## config.mk

```make
export PLATFORM = sky130hd
export DESIGN_NAME = vn_sqrt
export DESIGN_NICKNAME = d
export VERILOG_FILES = /design/src/assert_macros.svh /design/src/vn_sqrt.sv
export SDC_FILE = /design/constraint.sdc
export NUM_CORES = 2
export LEC_CHECK = 0
export BUFFER_PORTS_ARGS = -buffer_cell sky130_fd_sc_hd__buf_2
export CAP_MARGIN = 10
export CELL_PAD_IN_SITES_DETAIL_PLACEMENT = 1
export CELL_PAD_IN_SITES_GLOBAL_PLACEMENT = 1
export CORE_MARGIN = 3
export CORE_UTILIZATION = 48
export DETAILED_ROUTE_END_ITERATION = 7
export MAX_ROUTING_LAYER = met4
export PLACE_DENSITY = 0.76
export SYNTH_ARGS = -nofsm -noshare
export SYNTH_HDL_FRONTEND = slang
export SYNTH_SLANG_ARGS = --single-unit
```

## constraint.sdc

```tcl
create_clock -name clock -period 8.5 [get_ports clock]
set_clock_uncertainty 0.2 [all_clocks]
set_input_delay 0.425 -clock clock [delete_from_list [all_inputs] [get_ports clock]]
set_output_delay 0.425 -clock clock [all_outputs]
set_load 0.05 [all_outputs]
```

## src/assert_macros.svh

```systemverilog
// Assertion macros shared by the RTL of the vector normalizer.
// Depends on nothing; included by the files that assert.
`ifndef ASSERT_MACROS_SVH
`define ASSERT_MACROS_SVH

// The consequent must hold in the same cycle as the antecedent.
`define ASSERT_IMPLIES(label, clk, rst, ante, cons) \
   label: assert property (@(posedge clk) disable iff (rst) (ante) |-> (cons)) \
      else $error("assertion failed");

// The expression must never be true outside reset.
`define ASSERT_NEVER(label, clk, rst, expr) \
   label: assert property (@(posedge clk) disable iff (rst) !(expr)) \
      else $error("assertion failed");

`endif

```

## src/vn_sqrt.sv

```systemverilog
// Pipelined integer square root, one root bit per register stage.
// Depends on nothing outside this file.
module vn_sqrt #(
   parameter int W    = 32,
   parameter int SIDE = 1
) (
   input  logic              clock,
   input  logic              reset,
   input  logic              in_valid,
   input  logic [2*W+1:0]    in_sum,
   input  logic [SIDE-1:0]   in_side,
   output logic              out_valid,
   output logic [W-1:0]      out_root,
   output logic [SIDE-1:0]   out_side
);
   localparam int S = 2 * W + 2;

   logic [S-1:0]    rem_ff   [W+1];
   logic [W-1:0]    root_ff  [W+1];
   logic [SIDE-1:0] side_ff  [W+1];
   logic            valid_ff [W+1];

   assign rem_ff[0]   = in_sum;
   assign root_ff[0]  = '0;
   assign side_ff[0]  = in_side;
   assign valid_ff[0] = in_valid;

   for (genvar k = 0; k < W; k++) begin : g_stage
      localparam int B = W - 1 - k;
      logic [S-1:0] trial;
      logic         take;
      logic [S-1:0] rem_in;
      logic [W-1:0] root_in;

      always_comb begin
         trial   = (S'(root_ff[k]) << (B + 1)) | (S'(1) << (2 * B));
         take    = rem_ff[k] >= trial;
         rem_in  = take ? rem_ff[k] - trial : rem_ff[k];
         root_in = take ? (root_ff[k] | (W'(1) << B)) : root_ff[k];
      end

      always_ff @(posedge clock) begin
         if (reset) begin
            valid_ff[k+1] <= 1'b0;
         end else begin
            valid_ff[k+1] <= valid_ff[k];
         end
         rem_ff[k+1]  <= rem_in;
         root_ff[k+1] <= root_in;
         side_ff[k+1] <= side_ff[k];
      end
   end

   assign out_valid = valid_ff[W];
   assign out_root  = root_ff[W];
   assign out_side  = side_ff[W];
endmodule

```

# Word-level counts from Yosys, hierarchy flattened
# Index checks and enable logic that the tools add are counted.
# word_totals
register_bits,3134
inputBits,70
word_cells,253
output_inout_bits,34
# op_classes
magnitude_cmp,32
addsub,31
n_mux,32
# ops
operator,count
two-way mux 66 bit,31
greater-or-equal comparator 66 x 33 -> 1 bit,1
greater-or-equal comparator 66 x 34 -> 1 bit,1
greater-or-equal comparator 66 x 35 -> 1 bit,1
greater-or-equal comparator 66 x 36 -> 1 bit,1
greater-or-equal comparator 66 x 37 -> 1 bit,1
greater-or-equal comparator 66 x 38 -> 1 bit,1
greater-or-equal comparator 66 x 39 -> 1 bit,1
greater-or-equal comparator 66 x 40 -> 1 bit,1
greater-or-equal comparator 66 x 41 -> 1 bit,1
greater-or-equal comparator 66 x 42 -> 1 bit,1
greater-or-equal comparator 66 x 43 -> 1 bit,1
greater-or-equal comparator 66 x 44 -> 1 bit,1
greater-or-equal comparator 66 x 45 -> 1 bit,1
greater-or-equal comparator 66 x 46 -> 1 bit,1
greater-or-equal comparator 66 x 47 -> 1 bit,1
greater-or-equal comparator 66 x 48 -> 1 bit,1
greater-or-equal comparator 66 x 49 -> 1 bit,1
greater-or-equal comparator 66 x 50 -> 1 bit,1
greater-or-equal comparator 66 x 51 -> 1 bit,1
greater-or-equal comparator 66 x 52 -> 1 bit,1
greater-or-equal comparator 66 x 53 -> 1 bit,1
greater-or-equal comparator 66 x 54 -> 1 bit,1
greater-or-equal comparator 66 x 55 -> 1 bit,1
41 further kinds,41

# Longest topological paths before layout
# depth
depth_word,2
mapped_depth,15
depth_no_buf,12

# Worst setup path after synthesis
# OpenSTA, ideal clock, no wires.
# synth_timing
path_kind,register to register
from,register root_ff (netlist bit g_stage[28].trial[20])
to,register rem_ff[239] (netlist bit)
arrival_ps,3179
path_stages_with_launch,12
path_buffers,1
synth_period_minus_slack_ps,3497
setup_time_ps,118
required_time_ps,8182
path_slack_ps,5003
cell_sequence,dfxtp_1 > inv_1 > ha_1 > clkbuf_2 > a211oi_1 > o21ai_0 > a2111oi_0 > a211oi_1 > o2111a_1 > a41oi_1 > or4b_2 > xnor2_1
# synth_via
elab_chain_len,2
word_cells_on_any_way,3
cone_classes,1 x add/sub; 1 x order compare; 1 x mux
# synth_lines
element,line,rtl
"start, declared",vn_sqrt.sv:19,logic [W-1:0] root_ff [W+1];
"start signal, assigned by index",vn_sqrt.sv:49,root_ff[k+1] <= root_in;
subtractor 66 x 36 -> 66 bit or greater-or-equal comparator 66 x 36 -> 1 bit (tied branches),"vn_sqrt.sv:38, vn_sqrt.sv:37",
two-way mux 66 bit (*),vn_sqrt.sv:38,rem_in = take ? rem_ff[k] - trial : rem_ff[k];
net g_stage[28].rem_in[41],vn_sqrt.sv:32,logic [S-1:0] rem_in;
"end signal, assigned by index",vn_sqrt.sv:48,rem_ff[k+1] <= rem_in;
"end, declared",vn_sqrt.sv:18,logic [S-1:0] rem_ff [W+1];
# The timed path passes the listed nets; every way through them passes the cells marked *.
# A chain may end at the register's enable or synchronous reset.

# Worst setup path in the final report
# layout_timing
from,register root_ff (netlist bit g_stage[25].trial[38])
to,register rem_ff[444] (netlist bit)
# layout_via
elab_chain_len,2
word_cells_on_any_way,3
cone_classes,1 x add/sub; 1 x order compare; 1 x mux
# layout_lines
element,line,rtl
greater-or-equal comparator 66 x 39 -> 1 bit,vn_sqrt.sv:37,take = rem_ff[k] >= trial;
net g_stage[25].take,vn_sqrt.sv:31,logic take;
two-way mux 66 bit,vn_sqrt.sv:38,
net g_stage[25].rem_in[48],vn_sqrt.sv:32,
# The timed path passes the listed nets, and every way through them passes these cells.

==> run_results.csv <==
group,metric,value,unit
pwr,p_sw_share,33.34,%
hold_path,holdPathEnd,"g_stage[12].trial[49]",
clocking,cts.sinks,2638,
layout,fillCellCount,22280,
critical_path,max_stage_delay,0.95,ns
floorplan,die_x,462.0,um
synth,async_flop_share,0,%
critical_path,crit_top_cell,"nor4_1",
floorplan,dieArea,213400,um2
grt,grtUsageTotal,31.74,%
sta,slew_violations,0,
layout,num-nets-final,11010,
grt,grt_pass1_wl,505100,um
clocking,post_cts_resized,0,
sta,hold_violations,0,
clocking,htree_levels,5,
synth,avgSynthCellArea,9.973,um2
grt,grt_pass1_vias,79990,
layout,fin_util,55.59,%
critical_path,path_class,"reg2reg",
pwr,ir_drop,0.0002541,V
pwr,p_seq_share,46.5,%
pwr,intPower,25760,uW
synth,syn_area,99800,um2
hold_path,hold_class,"reg2reg",
clocking,cts_buffers,291,
synth,synth.yosys.seq_area_share,52.91,%
sta,max_freq,178.3,MHz
clocking,root_buffer,"clkbuf_16",
place,port_buffers,103,
layout,mostFrequentLayoutCell,"dfxtp_1",
floorplan,core,205600,um2
place,place_hpwl,241400,um
sta,timing.hold.ws,0.09010,ns
layout,syn_to_final_growth,14.54,%
grt,grt_max_degree,61,
sta,setup_viol,0,
sta,rsz0062_at_grt,"no",
pwr,pwr-share-comb,19.7,%
critical_path,cp-end-kind,"flip-flop",
synth,syn_nets,10640,
route,drt-wirelength-per-cell,25.22,um
clocking,cts_tree,"yes",
sta,relSlewSlack,17.43,%
synth,yosysWarnings,0,
floorplan,io_pins,104,
floorplan,die_y,462.0,um
synth,synth_area_leaders,"dfxtp_1, ha_1, xor2_1, xnor2_1, a21oi_1",
route,viasPerCell,5.755,
route,first_pass_iters,5,
clocking,clkTransAtPathRegs,0.06,ns
run_status,status,"complete, no violations",
synth,ys_types,104,
critical_path,r2r-end,"rem_ff[444]",
sta,fin_tns_setup,0,ns
critical_path,cp_max_fo,52,
layout,most-common-layout-cells,"dfxtp_1, nor2_1, inv_1",
route,vias,76500,
run,max-cap-violations,0,
critical_path,arrival,6.21,ns
critical_path,reg2reg_from,"g_stage[25].trial[38]",
place,gp_congestion,0.9378,
critical_path,required,9.10,ns
grt,antenna_found_initial,36,
critical_path,worstSetupStartpointType,"flip-flop",
route,drcViolationCount,0,
sta,period_share,65.99,%
synth,ys_seq_elements,2638,
sta,worst_slew_pin_slew,1.229,ns
hold_path,hp-start,"g_stage[11].trial[50]",
critical_path,reg2reg_depth,12,
floorplan,initial_utilization,48.54,%
route,postRouteAntennaNets,0,
synth,synth-edff-count,0,
synth,yosys.area.top_type,"dfxtp_1",
critical_path,rrSetupSlack,2.89,ns
pwr,p_per_area,338.0,nW/um2
hold_path,whs_path_depth,0,
grt,grt-ovfl-total,0,
critical_path,path_cells,"inv_1 -> ha_1 -> nand2b_1 -> nor3_1 -> nand4_1 -> nor4_1 -> nor4_1 -> o31a_2 -> inv_2 -> o311a_1 -> or3b_1 -> xnor2_1",
route,wirelength,335200,um
pwr,clockPowerShare,33.8,%
pwr,cellLeakagePower,0.05186,uW
synth,syn_inst,10010,
critical_path,cp_slowest_cell,"nor3_1",
pwr,p_sw,12880,uW
clocking,clockBufferDepth,4,
synth,synthDominantCellAreaShare,52.91,%
sta,min_period,5.610,ns
floorplan,rows,166,
layout,drive_gt1_share,7.409,%
clocking,clkLatencyLatePin,0.96,ns
route,drt_iter0_drc,5938,
synth,synth_ff_type,"dfxtp_1",
[how the worst max path moves through the flow]
stage | end | from | slack [ns] | cells after the start
4_1_cts | rem_ff[444] | g_stage[25].trial[38] | 3.03 | 12
6_report | rem_ff[444] | g_stage[25].trial[38] | 2.89 | 12
3_3_place_gp | rem_ff[444] | g_stage[25].trial[38] | 3.21 | 12
3_5_place_dp | rem_ff[444] | g_stage[25].trial[38] | 3.12 | 12
2_1_floorplan | rem_ff[239] | g_stage[28].trial[20] | 5.00 | 11
5_1_grt | rem_ff[444] | g_stage[25].trial[38] | 2.84 | 12
[synth_stat cells, drive strengths merged, types with 47 or more instances]
master	number
a21o	204
a21oi	663
clkbuf	142
dfxtp	2638
ha	558
inv	700
mux2	83
nand2	571
nand2b	119
nand3	168
nand4	147
nor2	734
nor2b	97
nor3	310
nor4	376
nor4b	47
o21a	96
o21ai	426
or3	123
or4	82
xnor2	463
xor2	479
[kinds of logic after synthesis]
family          count (synthesis)  share of synthesized area (%)
compound gates               1832                          11.39
buf+inv                       887                          3.431
fa+ha+maj                     558                          6.995
xor+xnor                      942                          8.267
simple gates                 3059                          15.98
mux                            91                          1.020
flops                        2638                          52.91
[layout make-up]
cell class | instances | area, um2 | area share [%]
Timing Repair Buffer | 263 | 2062 | 1.804
Inverter | 704 | 2648 | 2.316
Antenna cell | 21 | 52.55 | 0.04597
Tap cell | 2688 | 3363 | 2.942
Multi-Input combinational cell | 6482 | 43630 | 38.17
Sequential cell | 2638 | 52810 | 46.20
Clock buffer | 373 | 8157 | 7.135
Clock inverter | 122 | 1588 | 1.389
[stage by stage]
| stage | std cells | power, uW | setup slack, ns | cell area, um2 |
|---|---|---|---|---|
| CTS | 13270 | 38320 | 3.032 | 114300 |
| finish | 13290 | 38640 | 2.890 | 114300 |
| global placement | 12640 | 25050 | 3.212 | 103100 |
| floorplan | 10010 | 21820 | 5.003 | 99800 |
| global route | 13280 | 40210 | 2.844 | 114300 |
| detailed placement | 12640 | 25290 | 3.117 | 103100 |
[power by group through the flow]
stage	sequential (uW)	combinational, uW	clock, uW
4_1_cts	17800	7450	13100
3_3_place_gp	17900	7110	0
3_5_place_dp	18000	7270	0
2_1_floorplan	16500	5290	0
6_report	18000	7600	13100
5_1_grt	18200	8280	13800
[critical path, delay by kind of cell (launching register included)]
family          cells  cell delay [ns]
simple gates        6             3.01
compound gates      2             0.88
fa+ha+maj           1             0.46
buf+inv             2             0.44
flops               1             0.36
xor+xnor            1             0.13
[sequential cells by signal, summed over array words and instances (netlist names)]
name,count
valid_ff,31
g_stage.trial,496
out_root,32
out_side,1
out_valid,1
side_ff,31
rem_ff,2046
[per-layer routing]
metal  GRT usage [%]  up-vias  part of all wire [%]
li1                -    35600                     -
met1           42.29    37750                    46
met2           48.31     2376                    44
met3           4.979      772                   6.0
met4           12.59        0                   4.3
met5               -        -                     0
[repair_timing]
action | 4_1_cts | 5_1_grt
hold buffers | 138 | 0
buffers inserted | 0 | 0
endpoints found under the hold margin | 100 | 0
setup endpoints to repair | 0 | 0
(Power assumes the default switching activity.)
