## config.mk

```make
export PLATFORM = sky130hd
export DESIGN_NAME = vn_div_lane
export DESIGN_NICKNAME = d
export VERILOG_FILES = /design/src/assert_macros.svh /design/src/vn_pkg.sv /design/src/vn_div_lane.sv
export SDC_FILE = /design/constraint.sdc
export NUM_CORES = 2
export LEC_CHECK = 0
export BUFFER_PORTS_ARGS = -buffer_cell sky130_fd_sc_hd__buf_2
export CAP_MARGIN = 20
export CORE_ASPECT_RATIO = 0.5
export CORE_MARGIN = 1
export CORE_UTILIZATION = 40
export DETAILED_ROUTE_END_ITERATION = 10
export GPL_TIMING_DRIVEN = 0
export PLACE_DENSITY = 0.6
export SETUP_SLACK_MARGIN = 0.4
export SLEW_MARGIN = 20
export SYNTH_ARGS = -nofsm -noshare
export SYNTH_HDL_FRONTEND = slang
export SYNTH_SLANG_ARGS = --single-unit
```

## constraint.sdc

```tcl
create_clock -name clock -period 4.2 [get_ports clock]
set_input_delay 0.84 -clock clock [delete_from_list [all_inputs] [get_ports clock]]
set_output_delay 0.84 -clock clock [all_outputs]
set_load 0.01 [all_outputs]
```

## src/assert_macros.svh

```systemverilog
// Assertion macros shared by the RTL of the vector normalizer.
// Depends on nothing; included by the files that assert.
`ifndef ASSERT_MACROS_SVH
`define ASSERT_MACROS_SVH

// The consequent must hold in the same cycle as the antecedent.
`define ASSERT_IMPLIES(label, clk, rst, ante, cons) \
   label: assert property (@(posedge clk) disable iff (rst) (ante) |-> (cons)) \
      else $error("assertion failed");

// The expression must never be true outside reset.
`define ASSERT_NEVER(label, clk, rst, expr) \
   label: assert property (@(posedge clk) disable iff (rst) !(expr)) \
      else $error("assertion failed");

`endif

```

## src/vn_pkg.sv

```systemverilog
// Package of the vector normalizer: output format constants.
// Depends on nothing; used by the divider lanes and the top level.
package vn_pkg;
   localparam int UNIT_FRAC = 30;
   localparam int UNIT_BITS = 32;
   localparam int QUOT_BITS = UNIT_FRAC + 1;
endpackage

```

## src/vn_div_lane.sv

```systemverilog
// Pipelined restoring divider lane, one quotient bit per register stage.
// Depends on vn_pkg for the quotient width.
module vn_div_lane
   import vn_pkg::*;
#(
   parameter int W    = 32,
   parameter int SIDE = 1
) (
   input  logic                 clock,
   input  logic                 reset,
   input  logic                 in_valid,
   input  logic [W-1:0]         in_mag,
   input  logic [W-1:0]         in_len,
   input  logic [SIDE-1:0]      in_side,
   output logic                 out_valid,
   output logic [QUOT_BITS-1:0] out_quot,
   output logic [SIDE-1:0]      out_side
);
   logic [W-1:0]         rem_ff   [QUOT_BITS+1];
   logic [W-1:0]         len_ff   [QUOT_BITS+1];
   logic [QUOT_BITS-1:0] quot_ff  [QUOT_BITS+1];
   logic [SIDE-1:0]      side_ff  [QUOT_BITS+1];
   logic                 valid_ff [QUOT_BITS+1];

   assign rem_ff[0]   = in_mag;
   assign len_ff[0]   = in_len;
   assign quot_ff[0]  = '0;
   assign side_ff[0]  = in_side;
   assign valid_ff[0] = in_valid;

   for (genvar j = 0; j < QUOT_BITS; j++) begin : g_stage
      logic [W:0]           shifted;
      logic                 take;
      logic [W:0]           diff;
      logic [W-1:0]         rem_in;
      logic [QUOT_BITS-1:0] quot_in;

      always_comb begin
         // The first stage yields the integer bit and does not shift.
         shifted = (j == 0) ? {1'b0, rem_ff[j]} : {rem_ff[j], 1'b0};
         take    = shifted >= {1'b0, len_ff[j]};
         diff    = shifted - {1'b0, len_ff[j]};
         rem_in  = take ? diff[W-1:0] : shifted[W-1:0];
         quot_in = {quot_ff[j][QUOT_BITS-2:0], take};
      end

      always_ff @(posedge clock) begin
         if (reset) begin
            valid_ff[j+1] <= 1'b0;
         end else begin
            valid_ff[j+1] <= valid_ff[j];
         end
         rem_ff[j+1]  <= rem_in;
         len_ff[j+1]  <= len_ff[j];
         quot_ff[j+1] <= quot_in;
         side_ff[j+1] <= side_ff[j];
      end
   end

   assign out_valid = valid_ff[QUOT_BITS];
   assign out_quot  = quot_ff[QUOT_BITS];
   assign out_side  = side_ff[QUOT_BITS];
endmodule

```

Word level (Yosys, flattened, before mapping)
Cells that the tools add are included.

cells by class
  $add $sub $neg = 30
  $lt $le $gt $ge = 31
  multiplexer cells = 30

operators by type and width
  kind              number
  $ge A33 B32 Y1    30
  $mux W32          30
  $sub A32 B32 Y32  30
  $ge A32 B32 Y1    1

word-level totals
  register bits = 2478
  output and inout bits = 33
  logic and storage cells = 273

Logic depth before layout (Yosys ltp)
  depth after elaboration = 2
  depth in mapped cells = 16

Worst setup path before layout
OpenSTA, ideal clock, no wires.

  path type = input to register
  start point = in in_mag[0]
  end point = reg rem_ff, in the netlist g_stage[1].shifted[20]
  library setup time = 121 ps
  arrival = 3749 ps
  required time = 4079 ps
  path slack = 330 ps
  stages = 14
  cell sequence = inv_1 -> ha_1 -> fa_1 -> nor2b_1 -> nor3_1 -> o21bai_1 -> a31o_1 -> a41o_1 -> a211oi_1 -> a21oi_1 -> nor3_1 -> a31oi_1 -> clkbuf_1 -> mux2_2

on the way
  cells in the longest elaborated chain, start to end = 2
  elaborated cells on any way between the ends = 3

RTL lines
  item                                                line                                  text
  start, declared                                     vn_div_lane.sv:12                     input logic [W-1:0] in_mag,
  $sub A32 B32 Y32 or $ge A32 B32 Y1 (tied branches)  vn_div_lane.sv:42, vn_div_lane.sv:41
  $mux W32 *                                          vn_div_lane.sv:43                     rem_in = take ? diff[W-1:0] : shifted[W-1:0];
  named net g_stage[0].rem_in[19]                     vn_div_lane.sv:35                     logic [W-1:0] rem_in;
  end signal, assigned by index                       vn_div_lane.sv:53                     rem_ff[j+1] <= rem_in;
  end, declared                                       vn_div_lane.sv:19                     logic [W-1:0] rem_ff [QUOT_BITS+1];

The timed path passes the listed nets; every way through them passes the cells marked *.
A chain may end at the register's enable or synchronous reset.

Worst setup path after layout
  start point = reg len_ff[419] (netlist name)
  end point = reg rem_ff, in the netlist g_stage[19].shifted[18]

on the way
  cells in the longest elaborated chain, start to end = 2
  elaborated cells on any way between the ends = 3

RTL lines
  item                                                line                                  text
  start, declared                                     vn_div_lane.sv:20                     logic [W-1:0] len_ff [QUOT_BITS+1];
  start signal, assigned by index                     vn_div_lane.sv:54                     len_ff[j+1] <= len_ff[j];
  $sub A32 B32 Y32 or $ge A33 B32 Y1 (tied branches)  vn_div_lane.sv:42, vn_div_lane.sv:41
  $mux W32 *                                          vn_div_lane.sv:43
  named net g_stage[18].rem_in[17]                    vn_div_lane.sv:35

Marks and branches as above.

==> impl_metrics.env <==
export IMPL_placedInstanceArea_um2=117000
export IMPL_final_min_clock_period_ns=3.72
export IMPL_vias_in_the_first_global_route=83400
export IMPL_worstSkewPairLatency_ns=0.88
export IMPL_detail_route_wl_per_cell_um=17.1
export IMPL_max_slew_margin_pct=33.9
export IMPL_final_setup_viol_count=0
export IMPL_worst_slew_pin_transition_ns=0.989
export IMPL_ffs_w_async_s_r_synth_pct=0
export IMPL_register_to_register_setup_slack_ns=0.48
export IMPL_cts_reportedPaths_clkPinSlew_ns=0.07
export IMPL_finalMaxSlewViolations=0
export IMPL_critical_path_top_cell_by_count="sky130_fd_sc_hd__inv_1"
export IMPL_synth_seq_cells=2478
export IMPL_initial_core_util_pct=40.2
export IMPL_netlist_area_before_placement_um2=112000
export IMPL_sink_count=2478
export IMPL_hold_class="input pin to register"
export IMPL_vias_per_cell=5.08
export IMPL_grt_first_pass_wirelength_um=439000
export IMPL_setup_worst_path_class="register to register"
export IMPL_seq_area_frac_synth_pct=44.2
export IMPL_drive_gt1_share_pct=9.85
export IMPL_power_density_nw_per_um2=917
export IMPL_place_gp_congestion=0.927
export IMPL_achievable_frequency_mhz=269
export IMPL_finalInstanceArea_um2=127000
export IMPL_placement_setup_worst_slack_ns=-1.14
export IMPL_dp_hpwl_um=221000
export IMPL_hold_violations=0
export IMPL_cts_buffers=229
export IMPL_worst_clock_skew_ns=0.0535
export IMPL_track_usage_pct=19.2
export IMPL_crit_path_end="g_stage[19].shifted[18]"
export IMPL_core_area_um2=279000
export IMPL_power_ir_vdd_worst_uv=413
export IMPL_mostFrequentLayoutCell="sky130_fd_sc_hd__dfxtp_1"
export IMPL_mostFrequentLayoutCells="sky130_fd_sc_hd__dfxtp_1 (2467), sky130_fd_sc_hd__inv_1 (1244), sky130_fd_sc_hd__a21oi_1 (978), sky130_fd_sc_hd__ha_1 (978), sky130_fd_sc_hd__nand2_1 (888)"
export IMPL_result_of_the_run="finished, final reports clean"
export IMPL_clk_path_buf_depth=4
export IMPL_worstRegToRegCells=13
export IMPL_areaGrowthSynthToFinish_pct=13.6
export IMPL_antenna_violations_before_repair=7
export IMPL_ctsRootBufferMaster="sky130_fd_sc_hd__clkbuf_16"
export IMPL_layout_nets=13600
export IMPL_final_critical_path_setup_slack_ns=0.477
export IMPL_ant_nets=0
export IMPL_detailedRoute_firstPassIterationCount=8
export IMPL_power_uw=117000
export IMPL_initial_drt_markers=4474
export IMPL_die_ht_um=377
export IMPL_die_width_um=751
export IMPL_synth_edf_count=0
export IMPL_timing_critical_path_to_type="register"
export IMPL_syn_num_nets=13200
export IMPL_yosysUniqueCellTypes=104
export IMPL_yosys_warnings=0
export IMPL_tritoncts="yes"
export IMPL_rsz_0062_raised_after_global_routing="yes"
export IMPL_drv_max_cap_violation_count=0
export IMPL_die_area_um2=283000
export IMPL_timing_rr_start="len_ff[419]"
export IMPL_crit_arrival_ns=4.44
export IMPL_post_synth_cell_area_avg_um2=9.28
export IMPL_crit_start="len_ff[419]"
export IMPL_leading_register_cell_type_out_of_synthesis="sky130_fd_sc_hd__dfxtp_1"
export IMPL_io_pins=101
export IMPL_timing_critical_path_fanout_max=6
export IMPL_critical_path_cell_chain="inv_1 -> ha_1 -> inv_1 -> a21oi_2 -> o2111ai_2 -> a2111o_1 -> a211o_1 -> a311oi_4 -> a31oi_2 -> o31a_1 -> buf_6 -> buf_4 -> mux2_4"
export IMPL_timing_critical_path_required_ns=4.92
export IMPL_final_period_utilization_pct=88.7
export IMPL_crit_path_max_incr_delay_ns=0.48
export IMPL_num_rows=137
export IMPL_share_of_the_core_filled_with_cells_in_the_final_layout_pct=45.7
export IMPL_finalSetupTns_ns=0
export IMPL_htree_num_levels=4
export IMPL_routed_via_count=83400
export IMPL_io_buffers=100
export IMPL_number_of_remaining_drc_errors=0
export IMPL_worst_setup_path_start_kind="register"
export IMPL_grt_max_degree=18
export IMPL_cellLeakagePower_uw=0.0584
export IMPL_critical_path_slowest_cell="sky130_fd_sc_hd__a2111o_1"
export IMPL_r2r_end="g_stage[19].shifted[18]"
export IMPL_routed_wirelength_um=280000
export IMPL_globalRouteOverflowTotal=0
export IMPL_postSynthCellCount=12100
==> stage by stage <==
| step | std cells | hold slack, ns |
|---|---|---|
| detailed placement | 15900 | 0.312 |
| finish | 16400 | 0.0883 |
| global placement | 15900 | 0.310 |
| CTS | 16400 | 0.00426 |
| global route | 16400 | 0.0278 |
| floorplan | 12100 | 0.310 |
==> power by group <==
part	internal, uW	leakage (uW)	total [uW]	switching (uW)
combinational	25600	0.0337	59400	33800
sequential	31800	0.0209	35800	4060
clock	12500	0.00384	21700	9220
total	69800	0.0584	117000	47100
==> how the worst min path moves through the flow <==
stage | start | to | slack [ns] | depth (start not counted)
2_1_floorplan | g_stage[9].quot_in[9] | g_stage[10].quot_in[10] | 0.31 | 0
3_3_place_gp | g_stage[26].quot_in[8] | g_stage[27].quot_in[9] | 0.31 | 0
3_5_place_dp | g_stage[10].quot_in[2] | g_stage[11].quot_in[3] | 0.31 | 0
4_1_cts | in_len[31] | len_ff[991] | 0.004 | 1
5_1_grt | in_len[14] | len_ff[974] | 0.03 | 1
6_report | in_len[31] | len_ff[991] | 0.09 | 1
==> metal layers <==
layer	GRT usage (%)	vias to the layer above	wire length (um)
li1	-	42500	-
met1	22.6	38700	120000
met2	34.8	1635	136000
met3	2.47	615	11000
met4	8.37	0	13300
met5	0	-	0
==> Yosys cell counts, types with 17 or more instances <==
library cell	count	area [um2]
sky130_fd_sc_hd__a31oi_1	137	857
sky130_fd_sc_hd__buf_2	59	295
sky130_fd_sc_hd__fa_1	30	601
sky130_fd_sc_hd__a211oi_1	67	503
sky130_fd_sc_hd__a21boi_0	22	165
sky130_fd_sc_hd__mux2i_1	18	180
sky130_fd_sc_hd__nor2_1	650	2440
sky130_fd_sc_hd__nand2b_1	152	951
sky130_fd_sc_hd__o21bai_1	122	916
sky130_fd_sc_hd__o211ai_1	38	285
sky130_fd_sc_hd__a21oi_1	999	5000
sky130_fd_sc_hd__nand2_1	890	3340
sky130_fd_sc_hd__and4_1	29	254
sky130_fd_sc_hd__o21ai_1	130	651
sky130_fd_sc_hd__o2111ai_1	21	184
sky130_fd_sc_hd__a21o_1	501	3760
sky130_fd_sc_hd__clkbuf_1	235	882
sky130_fd_sc_hd__and2_1	47	294
sky130_fd_sc_hd__nand4_1	153	957
sky130_fd_sc_hd__o31a_1	26	228
sky130_fd_sc_hd__o31ai_1	52	390
sky130_fd_sc_hd__a31o_2	27	236
sky130_fd_sc_hd__mux2_2	275	3100
sky130_fd_sc_hd__xnor2_1	453	3970
sky130_fd_sc_hd__a2111oi_0	17	149
sky130_fd_sc_hd__or3_1	34	213
sky130_fd_sc_hd__dfxtp_1	2478	49600
sky130_fd_sc_hd__nand3_1	170	851
sky130_fd_sc_hd__nor2b_1	178	1110
sky130_fd_sc_hd__o21ai_0	698	3490
sky130_fd_sc_hd__ha_1	991	12400
sky130_fd_sc_hd__o21a_1	134	1010
sky130_fd_sc_hd__inv_1	1245	4670
sky130_fd_sc_hd__and3_1	70	438
sky130_fd_sc_hd__or2_2	33	206
sky130_fd_sc_hd__mux2_1	47	529
sky130_fd_sc_hd__nor4_1	36	225
sky130_fd_sc_hd__xor2_1	363	3180
sky130_fd_sc_hd__nor3_1	135	676
sky130_fd_sc_hd__a211o_1	21	184
==> logic make-up (layout without fill, tap and decap cells) <==
logic type	Yosys count	after routing	share of synthesized area, %
compound gates	3229	3229	18.0
simple gates	2637	2637	11.1
flops	2478	2478	44.2
buf+inv	1561	2129	5.32
fa+ha+maj	1021	1021	11.6
xor+xnor	816	816	6.37
mux	344	344	3.45
other cells	0	1	0
==> flip-flops by register name (all words and copies together) (netlist names) <==
| name | count |
|---|---|
| g_stage.quot_in | 465 |
| g_stage.shifted | 960 |
| len_ff | 960 |
| out_quot | 31 |
| out_side | 1 |
| out_valid | 1 |
| side_ff | 30 |
| valid_ff | 30 |
==> worst max-delay path: cells and delay by family, from the launching register on <==
| kind | cells | cell delay, ns |
|---|---|---|
| flip-flops | 1 | 0.46 |
| buffers and inverters | 4 | 0.46 |
| AO/OA/AOI/OAI | 7 | 2.00 |
| multiplexers | 1 | 0.32 |
| adder cells (fa/ha/maj) | 1 | 0.30 |
==> final cells by class <==
type / count / area, um2
fillers: 26600 / 151000
multi-input cells: 8047 / 58000
flip-flops and latches: 2478 / 49600
clock buffers: 321 / 6670
well taps: 3753 / 4700
inverters: 1248 / 4690
plain buffers: 313 / 1670
clock inverters: 87 / 1170
repair buffers: 160 / 1000
diodes: 1 / 2.50
==> what timing repair did <==
action                                  in CTS  in global routing
buffers inserted                            24                 33
endpoints found under the setup margin     919                770
hold endpoints to repair                     1                  0
resized for setup                          240                235
gates cloned                                 0                  1
pin swaps                                   33                 58
hold buffers                                 1                  0
No activity file was read; power rests on OpenSTA's default activity.
